$ cat src/sv/mldc_pkg.sv
// Types and constants shared by the motion LED dimmer controller.
`default_nettype none

package mldc_pkg;

   // Lamp modes as shown on the result channel
   typedef enum logic [2:0] {
      MODE_IDLE     = 3'd0,
      MODE_FADE_IN  = 3'd1,
      MODE_ON       = 3'd2,
      MODE_FADE_OUT = 3'd3,
      MODE_BLINK    = 3'd4
   } mode_type;

   // Item kinds carried on req_tuser
   localparam logic REQ_TICK    = 1'b0;
   localparam logic REQ_RESTORE = 1'b1;

   // Configuration register indexes
   localparam logic [2:0] CSR_BRIGHTNESS_STEP   = 3'd0;
   localparam logic [2:0] CSR_ON_TIME_STEP      = 3'd1;
   localparam logic [2:0] CSR_MAX_ON_TIME       = 3'd2;
   localparam logic [2:0] CSR_MIN_ON_TIME       = 3'd3;
   localparam logic [2:0] CSR_FADE_DIVISOR      = 3'd4;
   localparam logic [2:0] CSR_INTERVAL_PERIOD   = 3'd5;
   localparam logic [2:0] CSR_BLINK_HALF_PERIOD = 3'd6;

   // Configuration reset values
   localparam logic [7:0]  RST_BRIGHTNESS_STEP   = 8'd25;
   localparam logic [7:0]  RST_ON_TIME_STEP      = 8'd3;
   localparam logic [7:0]  RST_MAX_ON_TIME       = 8'd60;
   localparam logic [7:0]  RST_MIN_ON_TIME       = 8'd1;
   localparam logic [15:0] RST_FADE_DIVISOR      = 16'd55;
   localparam logic [15:0] RST_INTERVAL_PERIOD   = 16'd46870;
   localparam logic [15:0] RST_BLINK_HALF_PERIOD = 16'd937;

   // Duty and brightness limits
   localparam logic [7:0] DUTY_FULL = 8'd255;
   localparam logic [7:0] DUTY_OFF  = 8'd0;

   // Last of the four blink phases
   localparam logic [1:0] BLINK_LAST_PHASE = 2'd3;

endpackage : mldc_pkg

`default_nettype wire

$ cat src/sv/motion_led_dimmer_controller_top.sv
// Top level of the motion LED dimmer controller: settings, lamp sequencing and result register.
`default_nettype none

// One request item is one PWM tick (or a restore of stored settings) and gives exactly one
// response item. All the work for an item is done in a single pass of counter and compare
// logic feeding the response register, so an item is taken in every cycle: req_tready stays
// high while the response register is empty or its item is being taken in the same cycle.
// rsp_tvalid rises in the cycle after acceptance. Configuration writes are taken at once
// (csr_ready is always high) and should only be made while no item is in flight.
module motion_led_dimmer_controller_top (
   input  wire         clock,
   input  wire         reset,
   // request channel
   input  wire         req_tvalid,
   output logic        req_tready,
   // tuser: req_type
   input  wire         req_tuser,
   // tdata, low bit up: motion, time_button_level, bright_button_level,
   // stored_brightness[7:0], stored_on_time[7:0], 5 zero bits
   input  wire  [23:0] req_tdata,
   // response channel
   output logic        rsp_tvalid,
   input  wire         rsp_tready,
   // tdata, low bit up: led_duty[7:0], save_brightness, save_on_time,
   // cur_brightness[7:0], cur_on_time[7:0], lamp_mode[2:0], 3 zero bits
   output logic [31:0] rsp_tdata,
   // configuration write channel
   input  wire         csr_valid,
   output logic        csr_ready,
   input  wire  [2:0]  csr_index,
   input  wire  [15:0] csr_data
);

   import mldc_pkg::*;

   // configuration registers
   logic [7:0]  brightness_step_ff, on_time_step_ff, max_on_time_ff, min_on_time_ff;
   logic [15:0] fade_divisor_ff, interval_period_ff, blink_half_period_ff;

   // lamp state
   mode_type    mode_ff, mode_in;
   logic        lit_ff, lit_in;
   logic [7:0]  brightness_ff, brightness_in;
   logic [7:0]  on_time_ff, on_time_in;
   logic [15:0] tick_ff, tick_in;
   logic [7:0]  interval_ff, interval_in;
   logic [15:0] prescale_ff, prescale_in;
   logic [7:0]  level_ff, level_in;
   logic [1:0]  phase_ff, phase_in;
   logic        pending_ff, pending_in;
   logic        prev_time_ff, prev_time_in;
   logic        prev_bright_ff, prev_bright_in;
   logic [7:0]  held_ff, held_in;

   // response register
   logic        rsp_valid_ff;
   logic [31:0] rsp_data_ff, rsp_data_in;

   // request fields
   logic        motion, time_level, bright_level;
   logic [7:0]  stored_brightness, stored_on_time;
   logic        accept;

   // per-item working values
   logic        save_b, save_t;
   logic [16:0] prescale_next;
   logic        fade_done, blink_done;
   logic [7:0]  duty;

   assign motion            = req_tdata[0];
   assign time_level        = req_tdata[1];
   assign bright_level      = req_tdata[2];
   assign stored_brightness = req_tdata[10:3];
   assign stored_on_time    = req_tdata[18:11];

   assign csr_ready  = 1'b1;
   assign req_tready = !rsp_valid_ff || rsp_tready;
   assign accept     = req_tvalid && req_tready;
   assign rsp_tvalid = rsp_valid_ff;
   assign rsp_tdata  = rsp_data_ff;

   // prescaler end tests; a limit of zero acts as one
   assign prescale_next = {1'b0, prescale_ff} + 17'd1;
   assign fade_done     = prescale_next >= {1'b0, fade_divisor_ff};
   assign blink_done    = prescale_next >= {1'b0, blink_half_period_ff};

   // next state for one item
   always_comb begin
      mode_in        = mode_ff;
      lit_in         = lit_ff;
      brightness_in  = brightness_ff;
      on_time_in     = on_time_ff;
      tick_in        = tick_ff;
      interval_in    = interval_ff;
      prescale_in    = prescale_ff;
      level_in       = level_ff;
      phase_in       = phase_ff;
      pending_in     = pending_ff;
      prev_time_in   = prev_time_ff;
      prev_bright_in = prev_bright_ff;
      held_in        = held_ff;
      save_b         = 1'b0;
      save_t         = 1'b0;

      if (req_tuser == REQ_RESTORE) begin
         // load stored settings, on-time range checked
         brightness_in = stored_brightness;
         if (stored_on_time >= min_on_time_ff && stored_on_time <= max_on_time_ff) begin
            on_time_in = stored_on_time;
         end else begin
            on_time_in = min_on_time_ff;
         end
      end else begin
         // time button press: step up, wrap from max
         if (!time_level && prev_time_ff) begin
            if (on_time_ff == max_on_time_ff) begin
               on_time_in = min_on_time_ff;
            end else if ({1'b0, on_time_ff} + {1'b0, on_time_step_ff} >=
                         {1'b0, max_on_time_ff}) begin
               on_time_in = max_on_time_ff;
               pending_in = 1'b1;
            end else begin
               on_time_in = on_time_ff + on_time_step_ff;
            end
            save_t = 1'b1;
         end
         // brightness button press: step down, wrap from off
         if (!bright_level && prev_bright_ff) begin
            if (brightness_ff == DUTY_OFF) begin
               brightness_in = DUTY_FULL;
            end else if (brightness_ff <= brightness_step_ff) begin
               brightness_in = DUTY_OFF;
            end else begin
               brightness_in = brightness_ff - brightness_step_ff;
            end
            save_b = 1'b1;
         end
         prev_time_in   = time_level;
         prev_bright_in = bright_level;

         // interval timer, saturating at the on-time
         if (tick_ff >= interval_period_ff) begin
            tick_in = 16'd0;
            if (interval_ff >= on_time_in) begin
               interval_in = on_time_in;
            end else begin
               interval_in = interval_ff + 8'd1;
            end
         end else begin
            tick_in = tick_ff + 16'd1;
         end

         case (mode_ff)
            MODE_FADE_IN, MODE_FADE_OUT: begin
               prescale_in = fade_done ? 16'd0 : prescale_next[15:0];
               if (fade_done && level_ff != DUTY_FULL) begin
                  level_in = level_ff + 8'd1;
               end
               if (level_in >= brightness_in) begin
                  if (mode_ff == MODE_FADE_IN) begin
                     mode_in = MODE_ON;
                  end else begin
                     mode_in = MODE_IDLE;
                     held_in = DUTY_OFF;
                  end
               end
            end
            MODE_BLINK: begin
               prescale_in = blink_done ? 16'd0 : prescale_next[15:0];
               if (blink_done) begin
                  if (phase_ff >= BLINK_LAST_PHASE) begin
                     phase_in   = 2'd0;
                     pending_in = 1'b0;
                     held_in    = brightness_in;
                     mode_in    = lit_ff ? MODE_ON : MODE_IDLE;
                  end else begin
                     phase_in    = phase_ff + 2'd1;
                     tick_in     = 16'd0;
                     interval_in = 8'd0;
                  end
               end
            end
            default: begin
               if (!lit_ff && motion) begin
                  // motion while unlit starts the fade-in
                  lit_in      = 1'b1;
                  mode_in     = MODE_FADE_IN;
                  level_in    = 8'd0;
                  prescale_in = 16'd0;
                  tick_in     = 16'd0;
                  interval_in = 8'd0;
               end else begin
                  if (lit_ff) begin
                     mode_in = MODE_ON;
                     if (motion) begin
                        tick_in     = 16'd0;
                        interval_in = 8'd0;
                     end
                  end
                  if (lit_ff && interval_in >= on_time_in && on_time_in != max_on_time_ff) begin
                     // on-time used up: fade down
                     lit_in      = 1'b0;
                     mode_in     = MODE_FADE_OUT;
                     level_in    = 8'd0;
                     prescale_in = 16'd0;
                     tick_in     = 16'd0;
                     interval_in = 8'd0;
                  end else if (pending_in) begin
                     // confirmation blink
                     mode_in     = MODE_BLINK;
                     phase_in    = 2'd0;
                     prescale_in = 16'd0;
                     tick_in     = 16'd0;
                     interval_in = 8'd0;
                  end
               end
            end
         endcase
      end
   end

   // duty shown for the new state
   always_comb begin
      case (mode_in)
         MODE_FADE_IN:  duty = (level_in < brightness_in) ? level_in : brightness_in;
         MODE_ON:       duty = brightness_in;
         MODE_FADE_OUT: duty = (brightness_in > level_in) ? brightness_in - level_in : DUTY_OFF;
         MODE_BLINK:    duty = phase_in[0] ? brightness_in : DUTY_OFF;
         default:       duty = held_in;
      endcase
   end

   assign rsp_data_in = {3'b000, mode_in, on_time_in, brightness_in, save_t, save_b, duty};

   // configuration registers
   always_ff @(posedge clock) begin
      if (reset) begin
         brightness_step_ff   <= RST_BRIGHTNESS_STEP;
         on_time_step_ff      <= RST_ON_TIME_STEP;
         max_on_time_ff       <= RST_MAX_ON_TIME;
         min_on_time_ff       <= RST_MIN_ON_TIME;
         fade_divisor_ff      <= RST_FADE_DIVISOR;
         interval_period_ff   <= RST_INTERVAL_PERIOD;
         blink_half_period_ff <= RST_BLINK_HALF_PERIOD;
      end else if (csr_valid) begin
         case (csr_index)
            CSR_BRIGHTNESS_STEP:   brightness_step_ff   <= csr_data[7:0];
            CSR_ON_TIME_STEP:      on_time_step_ff      <= csr_data[7:0];
            CSR_MAX_ON_TIME:       max_on_time_ff       <= csr_data[7:0];
            CSR_MIN_ON_TIME:       min_on_time_ff       <= csr_data[7:0];
            CSR_FADE_DIVISOR:      fade_divisor_ff      <= csr_data;
            CSR_INTERVAL_PERIOD:   interval_period_ff   <= csr_data;
            CSR_BLINK_HALF_PERIOD: blink_half_period_ff <= csr_data;
            default: ;
         endcase
      end
   end

   // lamp state, updated on each accepted item
   always_ff @(posedge clock) begin
      if (reset) begin
         mode_ff        <= MODE_IDLE;
         lit_ff         <= 1'b0;
         brightness_ff  <= DUTY_FULL;
         on_time_ff     <= RST_MIN_ON_TIME;
         tick_ff        <= 16'd0;
         interval_ff    <= 8'd0;
         prescale_ff    <= 16'd0;
         level_ff       <= 8'd0;
         phase_ff       <= 2'd0;
         pending_ff     <= 1'b0;
         prev_time_ff   <= 1'b1;
         prev_bright_ff <= 1'b1;
         held_ff        <= DUTY_OFF;
      end else if (accept) begin
         mode_ff        <= mode_in;
         lit_ff         <= lit_in;
         brightness_ff  <= brightness_in;
         on_time_ff     <= on_time_in;
         tick_ff        <= tick_in;
         interval_ff    <= interval_in;
         prescale_ff    <= prescale_in;
         level_ff       <= level_in;
         phase_ff       <= phase_in;
         pending_ff     <= pending_in;
         prev_time_ff   <= prev_time_in;
         prev_bright_ff <= prev_bright_in;
         held_ff        <= held_in;
      end
   end

   // response register
   always_ff @(posedge clock) begin
      if (reset) begin
         rsp_valid_ff <= 1'b0;
      end else if (accept) begin
         rsp_valid_ff <= 1'b1;
      end else if (rsp_tready) begin
         rsp_valid_ff <= 1'b0;
      end
   end

   always_ff @(posedge clock) begin
      if (accept) begin
         rsp_data_ff <= rsp_data_in;
      end
   end

endmodule : motion_led_dimmer_controller_top

`default_nettype wire

$ cat config.mk
export PLATFORM = sky130hd
export DESIGN_NAME = motion_led_dimmer_controller_top
export DESIGN_NICKNAME = d
export VERILOG_FILES = /design/src/sv/mldc_pkg.sv /design/src/sv/motion_led_dimmer_controller_top.sv
export SDC_FILE = /design/constraint.sdc
export NUM_CORES = 1
export LEC_CHECK = 0
export BUFFER_PORTS_ARGS = -buffer_cell sky130_fd_sc_hd__buf_2
export CAP_MARGIN = 25
export CELL_PAD_IN_SITES_DETAIL_PLACEMENT = 0
export CELL_PAD_IN_SITES_GLOBAL_PLACEMENT = 1
export CORE_MARGIN = 2
export CORE_UTILIZATION = 45
export DETAILED_ROUTE_END_ITERATION = 8
export PLACE_DENSITY_LB_ADDON = 0.1
export SYNTH_ARGS = -nofsm -noshare
export SYNTH_HDL_FRONTEND = slang
export SYNTH_SLANG_ARGS = --single-unit
$ cat constraint.sdc
create_clock -name clock -period 11.7 [get_ports clock]
set_clock_uncertainty 0.1 [all_clocks]
set_input_delay 0.585 -clock clock [delete_from_list [all_inputs] [get_ports clock]]
set_output_delay 0.585 -clock clock [all_outputs]
set_load 0.01 [all_outputs]
## Word-level counts from Yosys, hierarchy flattened

Cells that the tools add are included.
W data, S select, Z words.

- Word-level logic and storage cells: 187
- Output and inout bits: 35
- Register bits after elaboration: 191
- Input port bits: 49

- Bitwise operators: 3
- Reductions and logical operators: 32
- Multiplexer cells: 87
- Add/sub/neg operators: 9
- Eq/ne operators: 19
- Order comparisons: 13

Operators with widths:

| operator | count |
|---|---|
| $mux W8 | 37 |
| $mux W16 | 13 |
| $pmux W16 S2 | 2 |
| $pmux W8 S2 | 3 |
| $ge A17 B16 Y1 | 2 |
| $ge A8 B8 Y1 | 4 |
| $pmux W8 S4 | 1 |
| $mux W3 | 8 |
| $add A16 B1 Y17 const B | 1 |
| $add A16 B1 Y16 const B | 1 |
| $add A8 B1 Y8 const B | 2 |
| $ge A16 B16 Y1 | 1 |
| $le A8 B8 Y1 | 2 |
| $reduce_and A2 Y1 | 8 |
| $sub A8 B8 Y8 | 2 |
| $eq A3 B2 Y1 const B | 5 |
| $eq A3 B3 Y1 const B | 5 |
| $mux W1 | 14 |
| $mux W2 | 7 |
| $add A8 B8 Y9 | 1 |
| $eq A3 B1 Y1 const B | 3 |
| $ge A9 B8 Y1 | 1 |
| $add A8 B8 Y8 | 1 |
| $eq A8 B8 Y1 | 1 |
| other kinds (23) | 38 |

## Depth between registers and ports, before layout

- Word-level depth: 24
- Mapped depth: 57
- Depth with buffers taken out: 55

## Least setup slack after synthesis

Ideal clock, no wire load.

- Path kind: register -> register
- Start: register on_time_ff[0]
- End: register rsp_data_ff[7] (netlist: rsp_tdata[7]) (data pin)
- Library setup time: 259 ps
- Arrival: 10,186 ps
- Clock period less this slack: 10,545 ps
- Buffers on the path: 3
- Path slack: 1,155 ps
- Required time: 11,341 ps
- Cell stages (with the launch flop): 54
- Cells stage by stage: dfxtp_1 > ha_1 > fa_1 > a211oi_2 > nor4b_1 > or3b_4 > ha_1 > a21oi_1 > o21ai_0 > a211oi_2 > buf_2 > nand2_1 > clkbuf_1 > nand2_1 > o21ai_0 > a21boi_0 > ha_1 > nand2b_1 > [... 18 more ...] > o31ai_2 > o21ai_0 > o21ai_0 > ha_1 > inv_1 > fa_1 > a21o_1 > a21oi_1 > o21bai_1 > a21oi_1 > nor2b_1 > o21a_1 > o22ai_1 > a21oi_1 > o31a_1 > a211oi_1 > o21ai_0 > o31a_1

- Word-level cells in the longest chain between the ends: 24
- Elaborated cells between the ends (all ways): 49
- Classes of those cells: add/sub (3); order compare (5); eq/ne (6); mux (33); reduce/logical (2)

RTL lines:

| what | line | text |
|---|---|---|
| start: declaration | motion_led_dimmer_controller_top.sv:44 | `logic [7:0] on_time_ff, on_time_in;` |
| start signal: assignment | motion_led_dimmer_controller_top.sv:279 | `on_time_ff <= on_time_in;` |
| $add A8 B8 Y9 | motion_led_dimmer_controller_top.sv:118 | `end else if ({1'b0, on_time_ff} + {1'b0, on_time_step_ff} >=` |
| $ge A9 B8 Y1 | motion_led_dimmer_controller_top.sv:118 |  |
| $mux W8 | motion_led_dimmer_controller_top.sv:118 |  |
| $mux W8 | motion_led_dimmer_controller_top.sv:116 | `if (on_time_ff == max_on_time_ff) begin` |
| $mux W8 * | motion_led_dimmer_controller_top.sv:115 | `if (!time_level && prev_time_ff) begin` |
| $mux W8 * | motion_led_dimmer_controller_top.sv:105 | `if (req_tuser == REQ_RESTORE) begin` |
| $ge A8 B8 Y1 | motion_led_dimmer_controller_top.sv:144 | `if (interval_ff >= on_time_in) begin` |
| $mux W8 | motion_led_dimmer_controller_top.sv:144 |  |
| [... 10 more ...] | n/a |  |
| $mux W8 * | motion_led_dimmer_controller_top.sv:184 | `if (!lit_ff && motion) begin` |
| $pmux W8 S2 * | motion_led_dimmer_controller_top.sv:153 | `case (mode_ff)` |
| $mux W8 * | motion_led_dimmer_controller_top.sv:105 |  |
| net level_in[0] | motion_led_dimmer_controller_top.sv:48 | `logic [7:0] level_ff, level_in;` |
| $sub A8 B8 Y8 (tied with other cells) | motion_led_dimmer_controller_top.sv:227 | `MODE_FADE_OUT: duty = (brightness_in > level_in) ? brightness_in - level_in : DUTY_OFF;` |
| $mux W8, on equally long branches | motion_led_dimmer_controller_top.sv:227, motion_led_dimmer_controller_top.sv:225 |  |
| $pmux W8 S4 * | motion_led_dimmer_controller_top.sv:224 | `case (mode_in)` |
| net duty[7] | motion_led_dimmer_controller_top.sv:68 | `logic [7:0] duty;` |
| end signal: assignment | motion_led_dimmer_controller_top.sv:305 | `rsp_data_ff <= rsp_data_in;` |
| end: declaration | motion_led_dimmer_controller_top.sv:57 | `logic [31:0] rsp_data_ff, rsp_data_in;` |

Mark *: on every way through the listed nets, which the timed path passes. The rest lies on a longest branch. The select of a mux whose other input is x is not followed.
A chain may end at the register's enable or synchronous reset.

## Worst setup path in the final report

- Start: register on_time_ff[0]
- End: register rsp_data_ff[5] (netlist: rsp_tdata[5]) (data pin)

Same word-level chain as after synthesis.

==> flow_metrics.py <==
metrics = {
    "placed_design": {
        "detailed_place_hpwl_um": 29600,
        "place_worst_setup_slack_ns": 0.719,
        "placer_s_final_routability_congestion_estimate": 0.911,
        "placedInstanceArea_sq_mm": 0.0142,
        "post-place-cells": 2128,
        "io_buffer_count": 74,
    },
    "synthesis": {
        "yosys_top_cell_area_share_pct": 24.1,
        "synth.cell_area_sq_mm": 0.0134,
        "synthMostInstantiatedCell": "nand2_1",
        "synth.avg_cell_area_sq_um": 7.81,
        "synth.top_cells.by_count": "nand2_1, a21oi_1, dfxtp_1",
        "yosys_most_used_dff": "dfxtp_1",
        "synth_top_area_cells": "dfxtp_1, ha_1, nand2_1, edfxtp_1, a21oi_1",
        "yosysSeqAreaShare_pct": 30.6,
        "count_of_unique_library_cells_instantiated_by_yosys": 95,
        "yosys_register_bits": 191,
        "number_of_warnings_reported_in_the_yosys_synthesis_log": 0,
        "postSynthCellCount": 1721,
        "synth_top_area_cell": "dfxtp_1",
        "postSynth.asyncResetShare_pct": 0,
        "synth-edff-count": 29,
    },
    "min_path": {
        "whs_path_depth": 3,
        "worst_hold_startpoint": "req_tdata[2]",
        "min_to": "prev_bright_ff",
        "hold_path.class": "in -> reg",
    },
    "routing": {
        "drt_iter0_drc": 1024,
        "via_count": 12342,
        "routed_wire_length_per_instance_um": 18.6,
        "detail_route.wirelength_um": 40200,
        "via_per_inst": 5.71,
        "remaining_drc_errors": 0,
        "ant_nets": 0,
        "dr.pass1.iters": 5,
    },
    "global_route": {
        "grt_antenna_before_repair": 1,
        "grt.overflow.total": 0,
        "number_of_global_route_vias_before_repair": 11382,
        "grt_max_degree": 84,
        "grtUsageTotal_pct": 26.0,
        "grt_first_pass_wirelength_um": 63500,
    },
    "timing": {
        "postLayoutSetupSlackWorst_ns": 0.798,
        "rsz0062_at_grt": "no",
        "finalMaxSlewViolations": 0,
        "setup_viol_count_final": 0,
        "final_period_minus_worst_setup_slack_ns": 10.90,
        "final_min_period_over_clock_period_pct": 93.2,
        "timing_worst_slew_pin_value_ns": 1.05,
        "hold_ws_ns": 0.268,
        "timing_hold_violations_final": 0,
        "timing.setup.tns_ns": 0,
        "timing.max_slew.rel_slack_pct": 30.3,
        "fmax_mhz": 91.7,
    },
    "setup_path": {
        "crit_start": "on_time_ff[0]",
        "r2r_cells": 53,
        "cp_slowest_cell": "fa_1",
        "critPathMaxStageDelay_ns": 0.43,
        "cp.required_ns": 11.78,
        "reg2reg_slack_ns": 0.80,
        "timing.rr.end": "rsp_tdata[5]",
        "worst_ep_arrival_time_ns": 10.98,
        "crit_type": "reg -> reg",
        "cpLargestDelayFamily": "compound AO/OA/AOI/OAI gates",
        "start_kind": "register",
        "cp_max_fo": 12,
        "crit_buf_inv": 3,
        "worstReg2RegStart": "on_time_ff[0]",
        "worst_setup_path_end_kind": "register",
    },
    "pwr": {
        "ir_worst_vdd_mv": 0.108,
        "power.density_cell_area_mw_per_mm2": 114,
        "post-layout-total-power_mw": 1.69,
        "total_leakage_power_nw": 6.17,
    },
    "layout": {
        "final_layout_size_suffix_gt1_share_pct": 10.1,
        "post-route-util_pct": 50.0,
        "fill_cells": 2987,
        "instances_no_fill": 2162,
        "flow.area_growth_from_synthesis_pct": 9.95,
        "num-nets-final": 1928,
        "final_cell_area_sq_mm": 0.0148,
    },
    "floorplanning": {
        "floorplan.die_area_sq_mm": 0.0313,
        "num_rows": 63,
        "floorplan.io_pins": 84,
        "initial_utilization_pct": 45.5,
        "core_region_area_sq_mm": 0.0296,
        "chipWidth_um": 177,
        "die_height_um": 177,
    },
    "clocking": {
        "clock_tree.htree_level_count": 4,
        "numClockSinks": 191,
        "tritoncts": "built",
        "clock_path_buffers": 2,
        "cts.clk_slew.worst_paths_ns": 0.07,
        "clock_tree_root_buffer_cell": "clkbuf_16",
        "num_cts_buffers": 17,
        "worst_skew_pair.late_latency_ns": 0.46,
    },
    "outcome": {
        "run_status": "finished, final reports clean",
    },
    "run": {
        "maxCapViolCount": 0,
    },
}
==> worst register-to-register path: cells and delay by family (launching register included) <==
family                   cells  cell delay [ns]
AND/OR/NAND/NOR             13             1.88
flip-flops                   1             0.37
AO/OA/AOI/OAI               28             5.26
adder cells (fa/ha/maj)      8             2.49
multiplexers                 1             0.08
buffers and inverters        3             0.43
==> cell families after synthesis <==
group,Yosys count,share of synthesized area (%)
adder cells (fa/ha/maj),122,11.5
buffers and inverters,192,5.60
other,2,0.0559
AND/OR/NAND/NOR,667,23.7
AO/OA/AOI/OAI,476,23.6
multiplexers,24,1.86
flip-flops,191,30.6
XOR/XNOR,47,3.06
==> area by class of cell <==
| type | count | area [sq um] | area share, % |
|---|---|---|---|
| Multi-Input combinational cell | 1340 | 8600 | 58.2 |
| Sequential cell | 191 | 4110 | 27.8 |
| Timing Repair Buffer | 99 | 561 | 3.79 |
| Tap cell | 390 | 488 | 3.30 |
| Clock buffer | 17 | 425 | 2.88 |
| Inverter | 109 | 412 | 2.79 |
| Clock inverter | 15 | 170 | 1.15 |
| Antenna cell | 1 | 2.50 | 0.0169 |
==> flip-flops by register name (all words and copies together) (netlist names), 16 cells and up <==
register and count:
blink_half_period_ff 16, fade_divisor_ff 16, interval_period_ff 16, prescale_ff 16, rsp_tdata 29, tick_ff 16
==> report_power, final <==
group	switching, mW	leakage [nW]	internal, mW
clock network	0.294	0.284	0.306
logic	0.238	4.28	0.135
registers	0.0189	1.60	0.696
total	0.551	6.17	1.14
==> how the worst max path moves through the flow <==
stage	to	slack, ns	cells after the start
after floorplan	rsp_tdata[7]	1.16	53
after global placement	rsp_tdata[5]	0.75	50
after detailed placement	rsp_tdata[7]	0.72	50
after CTS	rsp_tdata[5]	0.66	52
after global routing	rsp_tdata[5]	0.03	55
final	rsp_tdata[5]	0.80	53
==> layer usage <==
layer  global-route usage [%]  vias up  share of wire [%]
met1                     36.4     5759                 48
met2                     42.0      333                 46
met3                     4.15       34                4.9
met4                     6.37        0                1.5
met5                        0        -                  0
li1                         -     6216                  -
==> repair_timing <==
| item | CTS | global route |
|---|---|---|
| hold buffers | 0 | 0 |
| endpoints found under the setup margin | 0 | 6 |
| resized for setup | 0 | 3 |
| setup buffers | 0 | 0 |
==> placed cells by master (no fill, tap or decap), types with 14 or more instances in the layout <==
cell	n
nand2_1	256
a21oi_1	173
dfxtp_1	162
nor2_1	152
ha_1	118
inv_1	105
buf_2	73
o21ai_0	68
nand3_1	43
nand3b_1	43
xnor2_1	33
a21o_1	33
edfxtp_1	29
buf_4	26
nor3_1	23
and3_1	23
nand2b_1	22
mux2i_1	22
nand4_1	20
a211o_1	18
a211oi_1	18
clkbuf_16	17
nor2b_1	15
and2_1	14
xor2_1	14
Note: power is estimated with default switching activity, not from simulation.
